===== src/hdl/ilt_pkg.sv =====
// ============================================================================
// ilt_pkg: shared definitions for the IRC line tokenizer
// Holds the parse phases, record kinds, delimiter bytes and sizing constants.
// ============================================================================
package ilt_pkg;

  parameter int MAX_LINE_BYTES = 8192;
  parameter int QUEUE_DEPTH    = 4;
  parameter int IDX_W          = 8;

  localparam logic [IDX_W-1:0] IDX_MAX = '1;

  localparam logic [7:0] CH_AT    = 8'h40;
  localparam logic [7:0] CH_SPACE = 8'h20;
  localparam logic [7:0] CH_EQ    = 8'h3D;
  localparam logic [7:0] CH_SEMI  = 8'h3B;
  localparam logic [7:0] CH_COLON = 8'h3A;

  typedef enum logic [2:0] {
    KIND_TAG      = 3'd0,
    KIND_PREFIX   = 3'd1,
    KIND_COMMAND  = 3'd2,
    KIND_PARAM    = 3'd3,
    KIND_TRAILING = 3'd4,
    KIND_EOL      = 3'd5
  } kind_t;

  typedef enum logic [3:0] {
    PH_LINE_START   = 4'd0,
    PH_TAG_START    = 4'd1,
    PH_KEY          = 4'd2,
    PH_VALUE        = 4'd3,
    PH_PREFIX_CHECK = 4'd4,
    PH_PREFIX       = 4'd5,
    PH_CMD_START    = 4'd6,
    PH_CMD          = 4'd7,
    PH_PARAM_START  = 4'd8,
    PH_PARAM        = 4'd9,
    PH_COLON        = 4'd10,
    PH_TRAILING     = 4'd11
  } phase_t;

  // Which records one accepted byte produced and the kind of the token record.
  typedef struct packed {
    logic  tok_v;
    logic  eol_v;
    kind_t kind;
  } ilt_flags_t;

endpackage


===== src/hdl/ilt_parser.sv =====
// ============================================================================
// ilt_parser: front end of the IRC line tokenizer
// Accepts one byte per cycle while the queue has space, tracks the parse
// phase and builds the token and end-of-line records that the byte causes.
// ============================================================================
module ilt_parser #(
  parameter int MAX_LINE_BYTES = ilt_pkg::MAX_LINE_BYTES,
  parameter int START_W        = $clog2(MAX_LINE_BYTES),
  parameter int POS_W          = $clog2(MAX_LINE_BYTES + 1)
) (
  input  logic                      clk,
  input  logic                      rst_n,
  input  logic                      in_valid,
  input  logic                      in_space,
  input  logic [7:0]                in_byte,
  input  logic                      in_last,
  output logic                      push,
  output ilt_pkg::ilt_flags_t       rec_flags,
  output logic [START_W-1:0]        rec_start,
  output logic [POS_W-1:0]          rec_length,
  output logic                      rec_val_present,
  output logic [START_W-1:0]        rec_val_start,
  output logic [POS_W-1:0]          rec_val_length,
  output logic [ilt_pkg::IDX_W-1:0] rec_index,
  output logic                      rec_overflow,
  output logic [POS_W-1:0]          eol_length,
  output logic [ilt_pkg::IDX_W-1:0] eol_index
);

  localparam logic [POS_W-1:0]   MAX_POS   = POS_W'(MAX_LINE_BYTES);
  localparam logic [START_W-1:0] MAX_START = START_W'(MAX_LINE_BYTES - 1);

  ilt_pkg::phase_t phase_r, phase_nxt, phase_w, ph;
  logic [POS_W-1:0] pos_r, pos_nxt;
  logic [POS_W-1:0] ots_r, ots_nxt, ots_w;
  logic [POS_W-1:0] ovs_r, ovs_nxt, ovs_w;
  logic             hv_r, hv_nxt, hv_w;
  logic [ilt_pkg::IDX_W-1:0] tag_cnt_r, tag_cnt_nxt, tag_w;
  logic [ilt_pkg::IDX_W-1:0] par_cnt_r, par_cnt_nxt, par_w;
  logic             ovf_r, ovf_nxt;

  logic             accept, sat, stop;
  logic [POS_W-1:0] cur, nxt;
  logic             close_v;
  ilt_pkg::kind_t   close_kind;
  logic [POS_W-1:0] close_end, start_eff, key_end, vs_full;
  logic             has_val;
  logic             is_at, is_sp, is_eq, is_semi, is_colon;

  function automatic logic [POS_W-1:0] after_pos(input logic [POS_W-1:0] s);
    after_pos = (s == MAX_POS) ? s : s + POS_W'(1);
  endfunction

  function automatic logic [START_W-1:0] clamp_pos(input logic [POS_W-1:0] s);
    clamp_pos = (s == MAX_POS) ? MAX_START : s[START_W-1:0];
  endfunction

  assign accept   = in_valid & in_space;
  assign sat      = (pos_r == MAX_POS);
  assign cur      = pos_r;
  assign nxt      = sat ? pos_r : pos_r + POS_W'(1);
  assign is_at    = (in_byte == ilt_pkg::CH_AT);
  assign is_sp    = (in_byte == ilt_pkg::CH_SPACE);
  assign is_eq    = (in_byte == ilt_pkg::CH_EQ);
  assign is_semi  = (in_byte == ilt_pkg::CH_SEMI);
  assign is_colon = (in_byte == ilt_pkg::CH_COLON);

  always_comb begin
    ph         = phase_r;
    stop       = 1'b0;
    phase_w    = phase_r;
    ots_w      = ots_r;
    ovs_w      = ovs_r;
    hv_w       = hv_r;
    close_v    = 1'b0;
    close_kind = ilt_pkg::KIND_TAG;
    close_end  = cur;

    if (ph == ilt_pkg::PH_LINE_START) begin
      if (is_at) begin
        phase_w = ilt_pkg::PH_TAG_START;
        stop    = 1'b1;
      end else begin
        ph = ilt_pkg::PH_PREFIX_CHECK;
      end
    end
    if (!stop && ph == ilt_pkg::PH_TAG_START) begin
      if (is_sp) begin
        phase_w = ilt_pkg::PH_PREFIX_CHECK;
        stop    = 1'b1;
      end else begin
        ots_w = cur;
        hv_w  = 1'b0;
        ovs_w = '0;
        ph    = ilt_pkg::PH_KEY;
      end
    end
    if (!stop && ph == ilt_pkg::PH_PREFIX_CHECK) begin
      if (is_colon) begin
        ots_w   = nxt;
        phase_w = ilt_pkg::PH_PREFIX;
        stop    = 1'b1;
      end else begin
        ots_w = cur;
        ph    = ilt_pkg::PH_CMD;
      end
    end
    if (!stop && ph == ilt_pkg::PH_CMD_START) begin
      ots_w = cur;
      ph    = ilt_pkg::PH_CMD;
    end

    if (!stop) begin
      phase_w = ph;
      unique case (ph)
        ilt_pkg::PH_KEY: begin
          if (is_eq) begin
            ovs_w   = cur;
            hv_w    = 1'b1;
            phase_w = ilt_pkg::PH_VALUE;
          end else if (is_semi || is_sp) begin
            close_v = 1'b1;
            phase_w = is_semi ? ilt_pkg::PH_TAG_START : ilt_pkg::PH_PREFIX_CHECK;
          end
        end
        ilt_pkg::PH_VALUE: begin
          if (is_semi || is_sp) begin
            close_v = 1'b1;
            phase_w = is_semi ? ilt_pkg::PH_TAG_START : ilt_pkg::PH_PREFIX_CHECK;
          end
        end
        ilt_pkg::PH_PREFIX: begin
          if (is_sp) begin
            close_v    = 1'b1;
            close_kind = ilt_pkg::KIND_PREFIX;
            phase_w    = ilt_pkg::PH_CMD_START;
          end
        end
        ilt_pkg::PH_CMD: begin
          if (is_sp) begin
            close_v    = 1'b1;
            close_kind = ilt_pkg::KIND_COMMAND;
            phase_w    = ilt_pkg::PH_PARAM_START;
          end
        end
        ilt_pkg::PH_PARAM_START: begin
          ots_w = cur;
          if (is_colon) begin
            phase_w = ilt_pkg::PH_COLON;
          end else if (is_sp) begin
            close_v    = 1'b1;
            close_kind = ilt_pkg::KIND_PARAM;
          end else begin
            phase_w = ilt_pkg::PH_PARAM;
          end
        end
        ilt_pkg::PH_PARAM: begin
          if (is_sp) begin
            close_v    = 1'b1;
            close_kind = ilt_pkg::KIND_PARAM;
            phase_w    = ilt_pkg::PH_PARAM_START;
          end
        end
        ilt_pkg::PH_COLON: begin
          phase_w = ilt_pkg::PH_TRAILING;
        end
        default: begin
        end
      endcase
    end

    // A byte that closes a token leaves a phase with nothing open, so the
    // end-of-line close below never meets a token closed above.
    if (in_last) begin
      if (!close_v) close_end = nxt;
      unique case (phase_w)
        ilt_pkg::PH_KEY, ilt_pkg::PH_VALUE: begin
          close_v    = 1'b1;
          close_kind = ilt_pkg::KIND_TAG;
        end
        ilt_pkg::PH_PREFIX: begin
          close_v    = 1'b1;
          close_kind = ilt_pkg::KIND_PREFIX;
        end
        ilt_pkg::PH_CMD: begin
          close_v    = 1'b1;
          close_kind = ilt_pkg::KIND_COMMAND;
        end
        ilt_pkg::PH_PARAM, ilt_pkg::PH_COLON: begin
          close_v    = 1'b1;
          close_kind = ilt_pkg::KIND_PARAM;
        end
        ilt_pkg::PH_TRAILING: begin
          close_v    = 1'b1;
          close_kind = ilt_pkg::KIND_TRAILING;
        end
        default: begin
        end
      endcase
    end
  end

  always_comb begin
    has_val   = (close_kind == ilt_pkg::KIND_TAG) && hv_w;
    start_eff = (close_kind == ilt_pkg::KIND_TRAILING) ? after_pos(ots_w) : ots_w;
    key_end   = has_val ? ovs_w : close_end;
    vs_full   = has_val ? after_pos(ovs_w) : '0;

    rec_flags.tok_v = close_v;
    rec_flags.eol_v = in_last;
    rec_flags.kind  = close_kind;
    rec_start       = clamp_pos(start_eff);
    rec_length      = key_end - start_eff;
    rec_val_present = has_val;
    rec_val_start   = has_val ? clamp_pos(vs_full) : '0;
    rec_val_length  = has_val ? close_end - vs_full : '0;
    rec_overflow    = ovf_r | sat;

    tag_w = tag_cnt_r;
    par_w = par_cnt_r;
    rec_index = '0;
    if (close_v && close_kind == ilt_pkg::KIND_TAG) begin
      rec_index = tag_cnt_r;
      if (tag_cnt_r != ilt_pkg::IDX_MAX) tag_w = tag_cnt_r + ilt_pkg::IDX_W'(1);
    end
    if (close_v && close_kind == ilt_pkg::KIND_PARAM) begin
      rec_index = par_cnt_r;
      if (par_cnt_r != ilt_pkg::IDX_MAX) par_w = par_cnt_r + ilt_pkg::IDX_W'(1);
    end
    eol_length = nxt;
    eol_index  = par_w;

    push = accept & (close_v | in_last);

    if (in_last) begin
      phase_nxt   = ilt_pkg::PH_LINE_START;
      pos_nxt     = '0;
      ots_nxt     = '0;
      ovs_nxt     = '0;
      hv_nxt      = 1'b0;
      tag_cnt_nxt = '0;
      par_cnt_nxt = '0;
      ovf_nxt     = 1'b0;
    end else begin
      phase_nxt   = phase_w;
      pos_nxt     = nxt;
      ots_nxt     = ots_w;
      ovs_nxt     = ovs_w;
      hv_nxt      = hv_w;
      tag_cnt_nxt = tag_w;
      par_cnt_nxt = par_w;
      ovf_nxt     = ovf_r | sat;
    end
  end

  always_ff @(posedge clk) begin
    if (!rst_n) begin
      phase_r   <= ilt_pkg::PH_LINE_START;
      pos_r     <= '0;
      ots_r     <= '0;
      ovs_r     <= '0;
      hv_r      <= 1'b0;
      tag_cnt_r <= '0;
      par_cnt_r <= '0;
      ovf_r     <= 1'b0;
    end else if (accept) begin
      phase_r   <= phase_nxt;
      pos_r     <= pos_nxt;
      ots_r     <= ots_nxt;
      ovs_r     <= ovs_nxt;
      hv_r      <= hv_nxt;
      tag_cnt_r <= tag_cnt_nxt;
      par_cnt_r <= par_cnt_nxt;
      ovf_r     <= ovf_nxt;
    end
  end

endmodule


===== src/hdl/ilt_queue.sv =====
// ============================================================================
// ilt_queue: record queue of the IRC line tokenizer
// A small first-in first-out buffer that decouples the parser from the
// output stage.
// ============================================================================
module ilt_queue #(
  parameter int WIDTH = 8,
  parameter int DEPTH = ilt_pkg::QUEUE_DEPTH
) (
  input  logic             clk,
  input  logic             rst_n,
  input  logic             wr_en,
  input  logic [WIDTH-1:0] wr_data,
  input  logic             rd_en,
  output logic [WIDTH-1:0] rd_data,
  output logic             not_empty,
  output logic             not_full
);

  localparam int ADDR_W = (DEPTH > 1) ? $clog2(DEPTH) : 1;
  localparam int CNT_W  = $clog2(DEPTH + 1);
  localparam logic [ADDR_W-1:0] LAST = ADDR_W'(DEPTH - 1);

  logic [WIDTH-1:0]  mem_r [DEPTH];
  logic [ADDR_W-1:0] wr_ptr_r, wr_ptr_nxt;
  logic [ADDR_W-1:0] rd_ptr_r, rd_ptr_nxt;
  logic [CNT_W-1:0]  count_r, count_nxt;
  logic              do_wr, do_rd;

  assign not_empty = (count_r != '0);
  assign not_full  = (count_r != CNT_W'(DEPTH));
  assign do_wr     = wr_en & not_full;
  assign do_rd     = rd_en & not_empty;
  assign rd_data   = mem_r[rd_ptr_r];

  always_comb begin
    wr_ptr_nxt = do_wr ? ((wr_ptr_r == LAST) ? '0 : wr_ptr_r + ADDR_W'(1)) : wr_ptr_r;
    rd_ptr_nxt = do_rd ? ((rd_ptr_r == LAST) ? '0 : rd_ptr_r + ADDR_W'(1)) : rd_ptr_r;
    count_nxt  = count_r + CNT_W'(do_wr) - CNT_W'(do_rd);
  end

  always_ff @(posedge clk) begin
    if (!rst_n) begin
      wr_ptr_r <= '0;
      rd_ptr_r <= '0;
      count_r  <= '0;
    end else begin
      wr_ptr_r <= wr_ptr_nxt;
      rd_ptr_r <= rd_ptr_nxt;
      count_r  <= count_nxt;
    end
  end

  always_ff @(posedge clk) begin
    if (do_wr) begin
      mem_r[wr_ptr_r] <= wr_data;
    end
  end

endmodule


===== src/hdl/ilt_emitter.sv =====
// ============================================================================
// ilt_emitter: back end of the IRC line tokenizer
// Takes queued records, sends the token record and then the end-of-line
// record, and holds each result in an output register until it is taken.
// ============================================================================
module ilt_emitter #(
  parameter int START_W    = 13,
  parameter int POS_W      = 14,
  parameter int OUT_DATA_W = 64
) (
  input  logic                      clk,
  input  logic                      rst_n,
  input  logic                      q_valid,
  output logic                      q_pop,
  input  ilt_pkg::ilt_flags_t       rec_flags,
  input  logic [START_W-1:0]        rec_start,
  input  logic [POS_W-1:0]          rec_length,
  input  logic                      rec_val_present,
  input  logic [START_W-1:0]        rec_val_start,
  input  logic [POS_W-1:0]          rec_val_length,
  input  logic [ilt_pkg::IDX_W-1:0] rec_index,
  input  logic                      rec_overflow,
  input  logic [POS_W-1:0]          eol_length,
  input  logic [ilt_pkg::IDX_W-1:0] eol_index,
  output logic                      out_tvalid,
  input  logic                      out_tready,
  output logic [OUT_DATA_W-1:0]     out_tdata,
  output logic [2:0]                out_tuser,
  output logic                      out_tlast
);

  logic                  valid_r, valid_nxt;
  logic                  half_r, half_nxt;
  logic [OUT_DATA_W-1:0] data_r, data_nxt;
  ilt_pkg::kind_t        kind_r, kind_nxt;
  logic                  last_r, last_nxt;
  logic                  load, send_tok;

  assign load     = q_valid & (~valid_r | out_tready);
  assign send_tok = rec_flags.tok_v & ~half_r;

  always_comb begin
    valid_nxt = valid_r & ~out_tready;
    half_nxt  = half_r;
    data_nxt  = data_r;
    kind_nxt  = kind_r;
    last_nxt  = last_r;
    q_pop     = 1'b0;
    if (load) begin
      valid_nxt = 1'b1;
      if (send_tok) begin
        data_nxt = OUT_DATA_W'({rec_overflow, rec_index, rec_val_length, rec_val_start,
                                rec_val_present, rec_length, rec_start});
        kind_nxt = rec_flags.kind;
        last_nxt = 1'b0;
        half_nxt = rec_flags.eol_v;
        q_pop    = ~rec_flags.eol_v;
      end else begin
        data_nxt = OUT_DATA_W'({rec_overflow, eol_index, POS_W'(0), START_W'(0),
                                1'b0, eol_length, START_W'(0)});
        kind_nxt = ilt_pkg::KIND_EOL;
        last_nxt = 1'b1;
        half_nxt = 1'b0;
        q_pop    = 1'b1;
      end
    end
  end

  always_ff @(posedge clk) begin
    if (!rst_n) begin
      valid_r <= 1'b0;
      half_r  <= 1'b0;
    end else begin
      valid_r <= valid_nxt;
      half_r  <= half_nxt;
    end
  end

  always_ff @(posedge clk) begin
    data_r <= data_nxt;
    kind_r <= kind_nxt;
    last_r <= last_nxt;
  end

  assign out_tvalid = valid_r;
  assign out_tdata  = data_r;
  assign out_tuser  = kind_r;
  assign out_tlast  = last_r;

endmodule


===== src/hdl/irc_line_tokenizer_unit.sv =====
// ============================================================================
// irc_line_tokenizer_unit: streaming IRC message line tokenizer
// Splits a message line, one byte per transaction, into tag, prefix,
// command, parameter and trailing records followed by an end-of-line record.
// ============================================================================
// The block takes one line byte per clock cycle while in_tready is high. The
// parser decides the phase and the records of a byte in the cycle it accepts it
// and writes them into a four-entry queue at the accepting edge; the output
// register loads the oldest record, so a record reaches out_* only through the
// queue and that register. Most bytes cause no record or one record; the last
// byte of a line causes up to two (a closed token and the end-of-line record),
// and the output stage sends one record per cycle while out_tready is high, so
// in_tready drops when the queue fills: when the result side stalls, or when
// short lines end so close together that their two-record last bytes outrun
// the output stage. Offsets stop at MAX_LINE_BYTES and set line_overflow.
module irc_line_tokenizer_unit #(
  parameter int MAX_LINE_BYTES = ilt_pkg::MAX_LINE_BYTES,
  parameter int START_W        = $clog2(MAX_LINE_BYTES),
  parameter int POS_W          = $clog2(MAX_LINE_BYTES + 1),
  parameter int OUT_DATA_W     = ((2 * START_W + 2 * POS_W + ilt_pkg::IDX_W + 2 + 7) / 8) * 8
) (
  input  logic                  clk,
  input  logic                  rst_n,
  input  logic                  in_tvalid,
  output logic                  in_tready,
  input  logic [7:0]            in_tdata,   // line_byte
  input  logic                  in_tlast,   // final_byte
  output logic                  out_tvalid,
  input  logic                  out_tready,
  // token_start, token_length, value_present, value_start, value_length,
  // token_index, line_overflow, zero fill
  output logic [OUT_DATA_W-1:0] out_tdata,
  output logic [2:0]            out_tuser,  // token_kind
  output logic                  out_tlast   // end_of_line
);

  localparam int Q_W = $bits(ilt_pkg::ilt_flags_t) + 2 * START_W + 3 * POS_W
                       + 2 * ilt_pkg::IDX_W + 2;

  logic                      push, q_pop, q_valid, q_space;
  logic [Q_W-1:0]            q_wr, q_rd;

  ilt_pkg::ilt_flags_t       p_flags, e_flags;
  logic [START_W-1:0]        p_start, e_start, p_vstart, e_vstart;
  logic [POS_W-1:0]          p_len, e_len, p_vlen, e_vlen, p_eol_len, e_eol_len;
  logic                      p_vp, e_vp, p_ovf, e_ovf;
  logic [ilt_pkg::IDX_W-1:0] p_idx, e_idx, p_eol_idx, e_eol_idx;

  assign in_tready = q_space;

  ilt_parser #(
    .MAX_LINE_BYTES (MAX_LINE_BYTES),
    .START_W        (START_W),
    .POS_W          (POS_W)
  ) u_parser (
    .clk             (clk),
    .rst_n           (rst_n),
    .in_valid        (in_tvalid),
    .in_space        (q_space),
    .in_byte         (in_tdata),
    .in_last         (in_tlast),
    .push            (push),
    .rec_flags       (p_flags),
    .rec_start       (p_start),
    .rec_length      (p_len),
    .rec_val_present (p_vp),
    .rec_val_start   (p_vstart),
    .rec_val_length  (p_vlen),
    .rec_index       (p_idx),
    .rec_overflow    (p_ovf),
    .eol_length      (p_eol_len),
    .eol_index       (p_eol_idx)
  );

  assign q_wr = {p_flags, p_start, p_len, p_vp, p_vstart, p_vlen, p_idx, p_ovf,
                 p_eol_len, p_eol_idx};

  ilt_queue #(
    .WIDTH (Q_W),
    .DEPTH (ilt_pkg::QUEUE_DEPTH)
  ) u_queue (
    .clk       (clk),
    .rst_n     (rst_n),
    .wr_en     (push),
    .wr_data   (q_wr),
    .rd_en     (q_pop),
    .rd_data   (q_rd),
    .not_empty (q_valid),
    .not_full  (q_space)
  );

  assign {e_flags, e_start, e_len, e_vp, e_vstart, e_vlen, e_idx, e_ovf,
          e_eol_len, e_eol_idx} = q_rd;

  ilt_emitter #(
    .START_W    (START_W),
    .POS_W      (POS_W),
    .OUT_DATA_W (OUT_DATA_W)
  ) u_emitter (
    .clk             (clk),
    .rst_n           (rst_n),
    .q_valid         (q_valid),
    .q_pop           (q_pop),
    .rec_flags       (e_flags),
    .rec_start       (e_start),
    .rec_length      (e_len),
    .rec_val_present (e_vp),
    .rec_val_start   (e_vstart),
    .rec_val_length  (e_vlen),
    .rec_index       (e_idx),
    .rec_overflow    (e_ovf),
    .eol_length      (e_eol_len),
    .eol_index       (e_eol_idx),
    .out_tvalid      (out_tvalid),
    .out_tready      (out_tready),
    .out_tdata       (out_tdata),
    .out_tuser       (out_tuser),
    .out_tlast       (out_tlast)
  );

  localparam int VP_BIT = START_W + POS_W;

  a_last_is_eol: assert property (@(posedge clk) disable iff (!rst_n)
    out_tvalid |-> (out_tlast == (out_tuser == ilt_pkg::KIND_EOL)))
    else $error("End-of-frame flag disagrees with the record kind.");

  a_eol_no_start: assert property (@(posedge clk) disable iff (!rst_n)
    (out_tvalid && out_tlast) |-> (out_tdata[START_W-1:0] == '0 && !out_tdata[VP_BIT]))
    else $error("End-of-line record carries a start offset or a value.");

  a_value_only_tags: assert property (@(posedge clk) disable iff (!rst_n)
    (out_tvalid && out_tuser != ilt_pkg::KIND_TAG) |-> !out_tdata[VP_BIT])
    else $error("Value span reported on a record that is not a tag.");

  a_no_value_zero: assert property (@(posedge clk) disable iff (!rst_n)
    (out_tvalid && !out_tdata[VP_BIT]) |->
      (out_tdata[VP_BIT+START_W+POS_W:VP_BIT+1] == '0))
    else $error("Absent value has a nonzero span.");

endmodule


===== config.mk =====
export PLATFORM = sky130hd
export DESIGN_NAME = irc_line_tokenizer_unit
export DESIGN_NICKNAME = d
export VERILOG_FILES = /design/src/hdl/ilt_pkg.sv /design/src/hdl/ilt_parser.sv /design/src/hdl/ilt_queue.sv /design/src/hdl/ilt_emitter.sv /design/src/hdl/irc_line_tokenizer_unit.sv
export SDC_FILE = /design/constraint.sdc
export NUM_CORES = 1
export LEC_CHECK = 0
export BUFFER_PORTS_ARGS = -buffer_cell sky130_fd_sc_hd__buf_2
export CAP_MARGIN = 10
export CORE_ASPECT_RATIO = 1.4
export CORE_UTILIZATION = 44
export CTS_CLUSTER_SIZE = 30
export DETAILED_ROUTE_END_ITERATION = 8
export PLACE_DENSITY = 0.64
export SLEW_MARGIN = 20
export SYNTH_ARGS = -nofsm -noshare
export SYNTH_HDL_FRONTEND = slang
export SYNTH_SLANG_ARGS = --single-unit

===== constraint.sdc =====
create_clock -name clk -period 6.1 [get_ports clk]
set_input_delay 0.61 -clock clk [delete_from_list [all_inputs] [get_ports clk]]
set_output_delay 0.61 -clock clk [all_outputs]
set_load 0.05 [all_outputs]

**Word level (Yosys, flattened, before mapping)**

Memories as Yosys holds them, arrays and structs flattened. A register that Yosys moved wholly into a read port is not among the register bits.
Index checks and enable logic that the tools add are counted.

- Register bits: 141
- Bits in writable memories: 364
- Memories: 1

Memories:

| memory | depth | bits a word | read ports | clocked after memory_dff | write ports | line | RTL |
|---|---|---|---|---|---|---|---|
| u_queue.mem_r | 4 | 91 | 1 | 1 | 1 | ilt_queue.sv:24 | `logic [WIDTH-1:0] mem_r [DEPTH];` |

- Add/subtract/negate cells: 11
- Equal/unequal tests: 34
- Mux-type cells: 99
- Bitwise operators: 14
- Reductions and logical operators: 21

Operators by type and width:

| operator | number |
|---|---|
| two-way mux 14 bit | 24 |
| two-way mux 4 bit | 21 |
| == test 14 bit, second input constant | 5 |
| two-way mux 8 bit | 8 |
| two-way mux 63 bit | 1 |
| adder 14 x 1 -> 14 bit, second input constant | 3 |
| two-way mux 13 bit | 3 |
| == test 8 x 6 -> 1 bit, second input constant | 4 |
| two-way mux 1 bit | 28 |
| subtractor 14 bit | 2 |
| == test 4 x 3 -> 1 bit, second input constant | 6 |
| == test 4 bit, second input constant | 6 |
| one-hot mux 4 bit (6 select lines) | 1 |
| adder 8 x 1 -> 8 bit, second input constant | 2 |
| == test 4 x 2 -> 1 bit, second input constant | 4 |
| != test 8 bit, second input constant | 2 |
| one-hot mux 3 bit (5 select lines) | 1 |
| two-way mux 2 bit | 6 |
| two-way mux 3 bit | 4 |
| one-hot mux 3 bit (4 select lines) | 1 |
| == test 8 x 7 -> 1 bit, second input constant | 1 |
| AND 1 bit | 7 |
| OR reduction 7 bit | 1 |
| logical AND 1 bit | 6 |
| other kinds (20) | 32 |

**Logic depth before layout (Yosys ltp)**

Gate-level depths: netlist of the first run.

- Depth in word-level cells: 26
- Mapped depth: 28

**By module**

From an unflattened synthesis of the first run, not the netlist that was laid out.

- Cells, all modules: 1,776
- Area total of the unflattened synthesis: 24,014.3 um2

Modules (own cells, without submodules):

| module | times used | cells an instance | area each (um2) | sequential area each (um2) |
|---|---|---|---|---|
| ilt_queue | 1 | 527 | 13,580.5 | 11,110.7 |
| ilt_parser | 1 | 1,095 | 7,613.6 | 1,281.2 |
| ilt_emitter | 1 | 154 | 2,820.2 | 2,082.0 |

**Worst setup path before layout of the first run**

Ideal clock, no wire load.

- Path type: in2reg
- Start point: input port out_tready
- End point: register u_queue.count_r[2]
- Data arrival time: 6.253 ns
- Data required time: 5.972 ns
- Slack: -0.281 ns
- Stages: 12
- Buffers on the path: 0
- Cells stage by stage: inv_1 -> a21oi_1 -> o21ai_0 -> inv_1 -> ha_1 -> inv_1 -> ha_1 -> inv_1 -> fa_1 -> xor2_1 -> xnor2_1 -> nor2_1

- Longest elaborated chain between the ends: 5

Ends and longest elaborated chain:

| element | line | RTL |
|---|---|---|
| start: declaration | irc_line_tokenizer_unit.sv:29 | `input logic out_tready,` |
| OR 1 bit | ilt_emitter.sv:39 | `assign load = q_valid & (~valid_r \| out_tready);` |
| AND 1 bit | ilt_emitter.sv:39 |  |
| net u_emitter.load | ilt_emitter.sv:37 | `logic load, send_tok;` |
| two-way mux 1 bit | ilt_emitter.sv:49 | `if (load) begin` |
| AND 1 bit | ilt_queue.sv:33 | `assign do_rd = rd_en & not_empty;` |
| net u_queue.do_rd | ilt_queue.sv:28 | `logic do_wr, do_rd;` |
| subtractor 3 x 1 -> 3 bit | ilt_queue.sv:39 | `count_nxt = count_r + CNT_W'(do_wr) - CNT_W'(do_rd);` |
| end signal: assignment | ilt_queue.sv:50 | `count_r <= count_nxt;` |
| end: declaration | ilt_queue.sv:27 | `logic [CNT_W-1:0] count_r, count_nxt;` |

The timed path passes the listed nets, and every way through them passes these cells.
A chain may end at the register's enable or synchronous reset.

**Worst setup path after layout of the first run**

- Start point: register u_parser.phase_r[2]
- End point: memory u_queue.mem_r[2][72] (netlist bit), data pin

- Longest elaborated chain between the ends: 23
- Elaborated cells on any way between the ends: 84
- Those cells by class: add/sub (2); eq/ne (19); mux (50); reduce/logical (13)

Ends and longest elaborated chain:

| element | line | RTL |
|---|---|---|
| start: declaration | ilt_parser.sv:33 | `ilt_pkg::phase_t phase_r, phase_nxt, phase_w, ph;` |
| start signal: assignment | ilt_parser.sv:258 | `phase_r <= ilt_pkg::PH_LINE_START;` |
| start signal: assignment | ilt_parser.sv:267 | `phase_r <= phase_nxt;` |
| logical NOT 4 bit or two-way mux 4 bit (tied branches) | ilt_parser.sv:79, ilt_parser.sv:80 |  |
| two-way mux 4 bit or two-way mux 1 bit (tied branches) | ilt_parser.sv:79 | `if (ph == ilt_pkg::PH_LINE_START) begin` |
| == test 4 x 1 -> 1 bit or logical NOT 1 bit (tied branches) | ilt_parser.sv:87 | `if (!stop && ph == ilt_pkg::PH_TAG_START) begin` |
| logical AND 1 bit | ilt_parser.sv:87 |  |
| two-way mux 4 bit or two-way mux 1 bit (tied branches) | ilt_parser.sv:87 |  |
| == test 4 x 3 -> 1 bit or logical NOT 1 bit (tied branches) | ilt_parser.sv:98 | `if (!stop && ph == ilt_pkg::PH_PREFIX_CHECK) begin` |
| logical AND 1 bit | ilt_parser.sv:98 |  |
| two-way mux 4 bit or two-way mux 1 bit (tied branches) | ilt_parser.sv:98 |  |
| (+8 left out) | n/a |  |
| OR reduction 2 bit | ilt_parser.sv:176 | `unique case (phase_w)` |
| one-hot mux 3 bit (5 select lines) | ilt_parser.sv:176 |  |
| two-way mux 3 bit | ilt_parser.sv:174 | `if (in_last) begin` |
| logical NOT 3 bit | ilt_parser.sv:204 | `has_val = (close_kind == ilt_pkg::KIND_TAG) && hv_w;` |
| logical AND 1 bit | ilt_parser.sv:204 |  |
| two-way mux 14 bit | ilt_parser.sv:206 | `key_end = has_val ? ovs_w : close_end;` |
| subtractor 14 bit * | ilt_parser.sv:213 | `rec_length = key_end - start_eff;` |
| net p_len[13] | irc_line_tokenizer_unit.sv:45 | `logic [POS_W-1:0] p_len, e_len, p_vlen, e_vlen, p_eol_len, e_eol_len;` |
| end: declaration | ilt_queue.sv:24 |  |

The timed path passes the listed nets; every way through them passes the cells marked *.

==> results of run 1 <==
## power by group through the flow
stage	combinational (W)	clock (W)	sequential (W)
3_5_place_dp	0.00359	0	0.00463
5_1_grt	0.00380	0.00329	0.00460
3_3_place_gp	0.00354	0	0.00462
4_1_cts	0.00360	0.00317	0.00456
6_report	0.00355	0.00311	0.00455
2_1_floorplan	0.00173	0	0.00542
## kinds of logic (layout without fill, tap and decap cells)
logic type               after synthesis  after routing
XOR/XNOR                              74             74
AND/OR/NAND/NOR                      545            545
flip-flops                           507            507
adder cells (fa/ha/maj)               44             44
AO/OA/AOI/OAI                        329            329
multiplexers                         129            129
buffers and inverters                162            391
## metal layers
metal | vias to the layer above | routed length [um]
met5 | - | 0
met4 | 0 | 3126
met3 | 155 | 2452
met2 | 453 | 30760
met1 | 7877 | 24500
li1 | 7268 | -
## state kept, by name, summed over array words and instances (netlist names), 3 cells and up, named ones only
signal and count:
u_emitter.out_tdata 64, u_emitter.out_tuser 3, u_parser.cur 14, u_parser.ots_r 14, u_parser.ovs_r 14, u_parser.par_cnt_r 8, u_parser.phase_r 4, u_parser.tag_cnt_r 8
u_queue.count_r 3, u_queue.mem_r 364
## repair_timing
| item | 4_1_cts | 5_1_grt |
|---|---|---|
| buffers inserted | 0 | 3 |
| gates resized for setup | 0 | 18 |
| hold endpoints to repair | 0 | 0 |
| endpoints found under the setup margin | 0 | 36 |
## stage by stage
step	instances	hold slack (ns)	util [%]	setup TNS, ns
after global placement	2644	0.4517	48.98	-1.773
final	2733	0.3358	52.22	0
after detailed placement	2644	0.4588	48.98	-6.491
after global routing	2733	0.3453	52.22	-0.1720
after floorplan	1790	0.4284	-	0
after CTS	2730	0.3167	52.06	0
## worst reg2reg max path: cells and delay by family (launching register included)
family / cells / cell delay (ns)
buf+inv: 3 / 0.51
fa+ha+maj: 1 / 0.26
compound gates: 11 / 2.43
flops: 1 / 0.32
simple gates: 9 / 1.87
xor+xnor: 1 / 0.17
## cell usage after synthesis, drive strengths merged (11+ instances only)
library cell  count
edfxtp          432
nor2            147
nand2           109
mux4             91
clkbuf           78
a21oi            76
dfxtp            75
o21ai            69
xnor2            57
inv              51
nor2b            49
nand3            43
ha               41
nor3             36
buf              32
mux2             30
a22oi            29
and3             27
nand4            20
or3              20
and2             17
xor2             17
o211ai           16
nand2b           14
nor4             14
or2              11
or4              11
## final timing paths
kind,endpoint,slack (ns),cells after the start
hold reg to reg,u_parser.ots_r[6],0.46,2
setup / recovery,u_queue.mem_r[2][72],0.29,25
setup reg to reg,u_queue.mem_r[2][72],0.29,25
hold / removal,u_emitter.out_tvalid,0.34,4
## layout make-up
| class | count | area, um2 | share of cell area (%) |
|---|---|---|---|
| clock buffer | 55 | 1249 | 4.476 |
| clock inverter | 31 | 395.4 | 1.417 |
| inverter | 52 | 195.2 | 0.6996 |
| multi-input combinational | 1121 | 8926 | 32.00 |
| sequential | 507 | 14480 | 51.90 |
| tap | 714 | 893.4 | 3.202 |
| timing repair buffer | 253 | 1760 | 6.310 |
==> out/qor.yml, run 1 <==
drt:
  wl_per_cell_um: 22.26
  ant_nets: 0
  drtIter0Drc: 1230
  vias: 15750
  first_pass_iters: 5
  avgViaCountPerCell: 5.764
  routed_wl_um: 60840
  drc: 0
finish:
  drive_above_1_share_pct: 25.36
  area_delta_synth_final_pct: 16.53
  layout_common_cells: "432 x edfxtp_1, 165 x buf_4, 146 x nor2_1"
  nets: 2040
  fin_area_um2: 27900
  final_common_cell: "edfxtp_1"
  diodes: 0
  n_fill_cell: 4524
job:
  cap_violations: 0
clock_tree:
  htreeDepth: 2
  tritoncts: "yes"
  clk_latency_ns: 0.58
  clock-sinks: 507
  clockBufferDepth: 3
  ctsHoldBuffers: 0
  cts.clk_slew.worst_paths_ns: 0.07
  root_buffer: "clkbuf_16"
  cts_made_buffers: 48
synthesis:
  synthFlopType: "edfxtp_1"
  synth.ff_latch_count: 507
  yosys_warnings: 0
  synthXorXnorAreaFrac_pct: 2.707
  synthSimpleGateAreaFrac_pct: 11.71
  synth_compound_area_share_pct: 9.710
  synth-adder-area-share_pct: 2.394
  synth_top_area_cell: "edfxtp_1"
  yosysTopAreaCellShare_pct: 54.19
  synth_area_per_cell_um2: 13.37
  synth_edf_count: 432
  synthMuxAreaShare_pct: 10.32
  syn_area_um2: 23940
  synth_async_sr_flop_share_pct: 0
  synth_top_family_by_area: "simple AND/OR/NAND/NOR gates"
  synth_nets: 1847
  synth_seq_area_share_pct: 60.46
  synth_cell_type_count: 97
  syn_inst: 1790
  synthTopCellsByArea: "edfxtp_1 54%, mux4_2 8.6%, dfxtp_1 6.3%, nor2_1 2.3%, ha_1 2.1%"
worst_setup_path:
  cpMaxStageDelayCell: "or4_1"
  critPathTopFamily: "compound AO/OA/AOI/OAI gates"
  critPathBufInv: 3
  crit_path_end_kind: "register"
  r2r-start: "u_parser.phase_r[2]"
  start_kind: "register"
  cpPeakStageDelay_ns: 0.54
  crit_type: "reg2reg"
  setup.worst_path.start: "u_parser.phase_r[2]"
  arrival_ns: 6.12
  cp.required_ns: 6.41
  crit_path_max_fanout: 18
global_routing:
  met2_usage_pct: 38.28
  met3_usage_pct: 2.424
  antenna_found_initial: 0
  grt_remaining_overflow: 0
  grt_use_total_pct: 22.18
  grt-busiest-layer: "met2"
  grt_pass1_wl_um: 92920
  globalRouteMet1Util_pct: 27.46
  grt_max_degree: 92
  first_global_vias: 15950
power:
  p_switching_w: 0.003766
  p_leak_nw: 9.856
  swShare_pct: 33.59
  p_seq_share_pct: 40.6
  power_frac_comb_pct: 31.7
  p_per_area_nw_per_um2: 401.9
  vdd_drop_max_uv: 296.3
  p_int_w: 0.007446
  clockPowerShare_pct: 27.8
  finalPower_w: 0.01121
die:
  die_h_um: 278.0
  die_x_um: 199.1
  dieArea_um2: 55360
  num_rows: 100
  num_io_pins: 83
  core_um2: 53430
  initial_core_util_pct: 44.81
timing:
  fin_skew_ns: 0.03239
  fin_ws_ns: 0.2903
  max_freq_ghz: 0.1721
  drv_slew: 0
  worst_slew_pin_slew_ns: 1.106
  setup_viol: 0
  relSlewSlack_pct: 26.10
  fin_crit_sh_pct: 95.24
  hold_viol_final: 0
  period_minus_slack_ns: 5.810
hold_path:
  min-delay-start: "out_tready"
  min_path_type: "in2reg"
place:
  dpl.hpwl_um: 42230
  io_buffer_count: 82
  place_area_um2: 26170
  pre_cts_slack_ns: -0.3829
  place_congestion: 0.9644
run_status:
  status: "completed"
No activity file was read; power rests on OpenSTA's default activity.
==> run 2: changes to the inputs <==
- ABC_CLOCK_PERIOD_IN_PS: not set -> 6100
- RECOVER_POWER: not set -> 25
==> out/qor.yml, run 2 (synthesized netlist as in run 1, its figures left out) <==
run_status:
  status: "finished with violations"
  violations: "capacitance limit, slew limit"
worst_setup_path:
  crit_path_end_kind: "register"
  cpPeakStageDelay_ns: 0.54
  cpMaxStageDelayCell: "or4_1"
  crit_path_max_fanout: 18
  start_kind: "register"
  crit_type: "reg2reg"
  arrival_ns: 6.12
  cp.required_ns: 6.41
timing:
  setup_viol: 0
  worst_slew_pin_slew_ns: 3.631
  drv_slew: 205
  fin_crit_sh_pct: 95.30
  max_freq_ghz: 0.1720
  hold_ws_ns: 0.2939
  fin_skew_ns: 0.03398
  fin_ws_ns: 0.2870
  hold_viol_final: 0
  period_minus_slack_ns: 5.813
  relSlewSlack_pct: -142.1
place:
  dp.cells: 2644
  place_area_um2: 26170
  pre_cts_slack_ns: -0.3829
  place_congestion: 0.9644
  io_buffer_count: 82
  dpl.hpwl_um: 42230
clock_tree:
  clockBufferDepth: 3
  tritoncts: "yes"
  cts_made_buffers: 48
  clock-sinks: 507
  root_buffer: "clkbuf_16"
  ctsHoldBuffers: 0
  clk_latency_ns: 0.58
  htreeDepth: 2
  cts.clk_slew.worst_paths_ns: 0.07
global_routing:
  first_global_vias: 15950
  antenna_found_initial: 0
  grt_pass1_wl_um: 92920
  grt_remaining_overflow: 0
  grt_max_degree: 92
  grt_use_total_pct: 22.18
die:
  num_io_pins: 83
  dieArea_um2: 55360
  die_h_um: 278.0
  die_x_um: 199.1
  core_um2: 53430
  num_rows: 100
  initial_core_util_pct: 44.81
finish:
  fin_cells: 2733
  drive_above_1_share_pct: 21.10
  nets: 2040
  area_delta_synth_final_pct: 15.88
  diodes: 0
  largest_register_ffs: 364
  layout_common_cells: "432 x edfxtp_1, 152 x buf_4, 147 x nor2_1"
  largest_register: "u_queue.mem_r"
  final_common_cell: "edfxtp_1"
  fin_area_um2: 27740
power:
  p_per_area_nw_per_um2: 403.0
  vdd_drop_max_uv: 304.0
  p_leak_nw: 9.600
drt:
  drc: 0
  routed_wl_um: 60940
  ant_nets: 0
  vias: 15800
  avgViaCountPerCell: 5.783
  first_pass_iters: 5
  drtIter0Drc: 1260
  wl_per_cell_um: 22.30
hold_path:
  min_path_type: "in2reg"
job:
  cap_violations: 5
-- run 2: per-stage QoR --
step | TNS [ns] | power, W | utilization (%)
final | 0 | 0.01118 | 51.93
after global routing | -0.1720 | 0.01165 | 51.93
after CTS | 0 | 0.01132 | 52.06
after detailed placement | -6.491 | 0.008220 | 48.98
after global placement | -1.773 | 0.008161 | 48.98
after floorplan | 0 | 0.007153 | -
-- run 2: timing repair --
item,CTS,global route
setup buffers,0,3
setup endpoints to repair,0,36
resized for setup,0,18
-- run 2: worst max-delay path, delay by kind of cell (launching register included) --
| kind | cells | cell delay (ns) |
|---|---|---|
| XOR/XNOR | 1 | 0.17 |
| adder cells (fa/ha/maj) | 1 | 0.26 |
| buffers and inverters | 3 | 0.51 |
| flip-flops | 1 | 0.32 |
| AND/OR/NAND/NOR | 9 | 1.85 |
| AO/OA/AOI/OAI | 11 | 2.42 |
-- run 2: routing by layer --
layer  GRT usage (%)  vias to the layer above  wire (um)
li1                -                     7269          -
met1           27.46                     7891      24430
met2           38.28                      495      30840
met3           2.424                      149       2621
met4           10.89                        0       3041
met5               0                        -          0
-- run 2: area by class of cell --
class	instances	area (um2)
fill	4582	25680
sequential	507	14480
multi-input combinational	1121	8907
timing repair buffer	253	1624
clock buffer	55	1249
tap	714	893.4
clock inverter	31	395.4
inverter	52	195.2
-- run 2: final timing paths --
check | to | startpoint | slack (ns) | cells past startpoint
hold reg to reg | u_parser.ots_r[6] | u_parser.ots_r[6] | 0.46 | 2
setup reg to reg | u_queue.mem_r[2][72] | u_parser.phase_r[2] | 0.29 | 25
hold / removal | u_emitter.out_tvalid | out_tready | 0.29 | 4
setup / recovery | u_queue.mem_r[2][72] | u_parser.phase_r[2] | 0.29 | 25
-- run 2: power by group --
part | internal (W) | total [W] | switching (W)
clock network | 0.00182 | 0.00311 | 0.00129
logic | 0.00118 | 0.00350 | 0.00232
registers | 0.00440 | 0.00456 | 0.000160
total | 0.00741 | 0.0112 | 0.00377
==> run 3: changes to the inputs <==
- ABC_CLOCK_PERIOD_IN_PS: 6100 -> 6600
- PLACE_DENSITY: 0.64 -> 0.62
- clock period: 6.1 -> 6.6 ns (I/O delays scaled with it)
==> out/qor.yml, run 3 (synthesized netlist as in run 1, its figures left out) <==
finish:
  layout_common_cells: "432 x edfxtp_1, 146 x nor2_1, 109 x nand2_1"
  diodes: 0
  fin_cells: 2661
  drive_above_1_share_pct: 17.57
  final_common_cell: "edfxtp_1"
  fin_area_um2: 27000
  nets: 1968
  final_util_pct: 50.53
  largest_register_ffs: 364
  area_delta_synth_final_pct: 12.77
  largest_register: "u_queue.mem_r"
die:
  initial_core_util_pct: 44.81
  num_io_pins: 83
  die_x_um: 199.1
  die_h_um: 278.0
  core_um2: 53430
  num_rows: 100
  dieArea_um2: 55360
clock_tree:
  clk_latency_ns: 0.56
  cts.clk_slew.worst_paths_ns: 0.07
  clock-sinks: 507
  tritoncts: "yes"
  cts_made_buffers: 47
  root_buffer: "clkbuf_16"
  clockBufferDepth: 3
  htreeDepth: 2
run_status:
  violations: "capacitance limit, slew limit"
  status: "finished with violations"
worst_setup_path:
  cpMaxStageDelayCell: "or4b_1"
  cpPeakStageDelay_ns: 0.67
  critPathMostFrequentCell: "o21ai_0"
  crit_type: "reg2reg"
  start_kind: "register"
  path_depth: 24
  ff2ff_path_depth: 24
  critPathBufInv: 2
  crit_path_end_kind: "register"
  crit_path_max_fanout: 15
  cp.required_ns: 6.90
  critPathTopFamily: "compound AO/OA/AOI/OAI gates"
  crit_chain: "or4b_1 > a2111oi_4 > o221ai_1 > a41oi_1 > nand3_1 > or4_1 > o211a_1 > nand4_1 > buf_4 > buf_4 > nor2_1 > ha_1 > fa_1 > nor2b_1 > o21ai_0 > a21boi_0 > o21ai_0 > a21boi_0 > o21ai_0 > a21oi_1 > o21ai_0 > a21oi_1 > o21ai_0 > nor3b_2"
  arrival_ns: 6.50
  reg2reg_slack_ns: 0.40
drt:
  first_pass_iters: 5
  wl_per_cell_um: 22.90
  drtIter0Drc: 1197
  ant_nets: 0
  avgViaCountPerCell: 5.864
  drc: 0
  routed_wl_um: 60930
  vias: 15600
timing:
  setup_viol: 0
  fin_skew_ns: 0.01478
  drv_slew: 172
  fin_crit_sh_pct: 93.99
  period_minus_slack_ns: 6.203
  fin_setup_tns_ns: 0
  relSlewSlack_pct: -122.7
  worst_slew_pin_slew_ns: 3.340
  hold_viol_final: 0
  max_freq_ghz: 0.1612
  rsz0062_at_grt: "no"
job:
  cap_violations: 4
place:
  place_congestion: 0.9479
  dpl.hpwl_um: 41050
  dp.cells: 2575
  io_buffer_count: 82
  place_area_um2: 25620
global_routing:
  grt_use_total_pct: 22.37
  grt_remaining_overflow: 0
  grt_pass1_wl_um: 93760
  grt_max_degree: 92
  antenna_found_initial: 0
  first_global_vias: 15860
power:
  vdd_drop_max_uv: 183.0
  p_per_area_nw_per_um2: 372.5
  finalPower_w: 0.01006
  p_leak_nw: 9.162
hold_path:
  worstHoldPathCells: 4
  min_path_type: "in2reg"
## run 3: cell types whose count changed in the layout (fill, tap and decap cells not counted), moves of 3 or more
cell,before,now
buf_4,152,87
clkinv_4,4,1
bufinv_16,8,4
o21ai_1,7,3
clkinv_1,6,9
o21ai_0,60,65
## run 3: worst paths after layout
check                                    startpoint              endpoint
worst min register to register    u_parser.ots_r[6]     u_parser.ots_r[6]
worst min-delay path                     out_tready  u_emitter.out_tvalid
worst max-delay path            u_parser.phase_r[3]  u_queue.mem_r[3][43]
worst max register to register  u_parser.phase_r[3]  u_queue.mem_r[3][43]
## run 3: repair_timing
item                       CTS  global route
buffers inserted             0             1
setup endpoints to repair    0            28
resized for setup            0             4
hold buffers                 0             0
## run 3: stage by stage
stage | hold WS (ns) | setup WS, ns
floorplan | 0.4284 | 0.1694
global placement | 0.4435 | -0.03469
detailed placement | 0.4423 | -0.2342
CTS | 0.3927 | 0.2688
global route | 0.4047 | 0.01450
finish | 0.3730 | 0.3966
## run 3: layout make-up
class / instances / area, um2
Fill cell: 4662 / 26430
Sequential cell: 507 / 14480
Multi-Input combinational cell: 1121 / 8859
Clock buffer: 57 / 1224
Timing Repair Buffer: 182 / 1071
Tap cell: 714 / 893.4
Clock inverter: 28 / 275.3
Inverter: 52 / 197.7
## run 3: worst register-to-register path, stage by stage, from the launching register on
cell and delay (ns):
dfxtp_1 0.47, or4b_1 0.68, a2111oi_4 0.41, o221ai_1 0.18, a41oi_1 0.27, nand3_1 0.16, or4_1 0.49, o211a_1 0.15
nand4_1 0.08, buf_4 0.17, buf_4 0.19, nor2_1 0.07, ha_1 0.23, fa_1 0.41, nor2b_1 0.16, o21ai_0 0.12
a21boi_0 0.30, o21ai_0 0.17, a21boi_0 0.27, o21ai_0 0.15, a21oi_1 0.22, o21ai_0 0.13, a21oi_1 0.20, o21ai_0 0.11
nor3b_2 0.18
## run 3: power breakdown
group,total (W),switching (W),internal [W],leakage [nW]
Clock,0.00266,0.00117,0.00149,0.724
Sequential,0.00423,0.000153,0.00408,4.70
Combinational,0.00317,0.00213,0.00104,3.73
Total,0.0101,0.00345,0.00661,9.16
## run 3: per-layer routing
layer / track usage [%] / vias up / routed length, um
met5: 0 / - / 0
met4: 10.22 / 0 / 2830
met3: 2.605 / 144 / 2611
met2: 37.86 / 497 / 30400
met1: 28.59 / 7826 / 25090
li1: - / 7136 / -
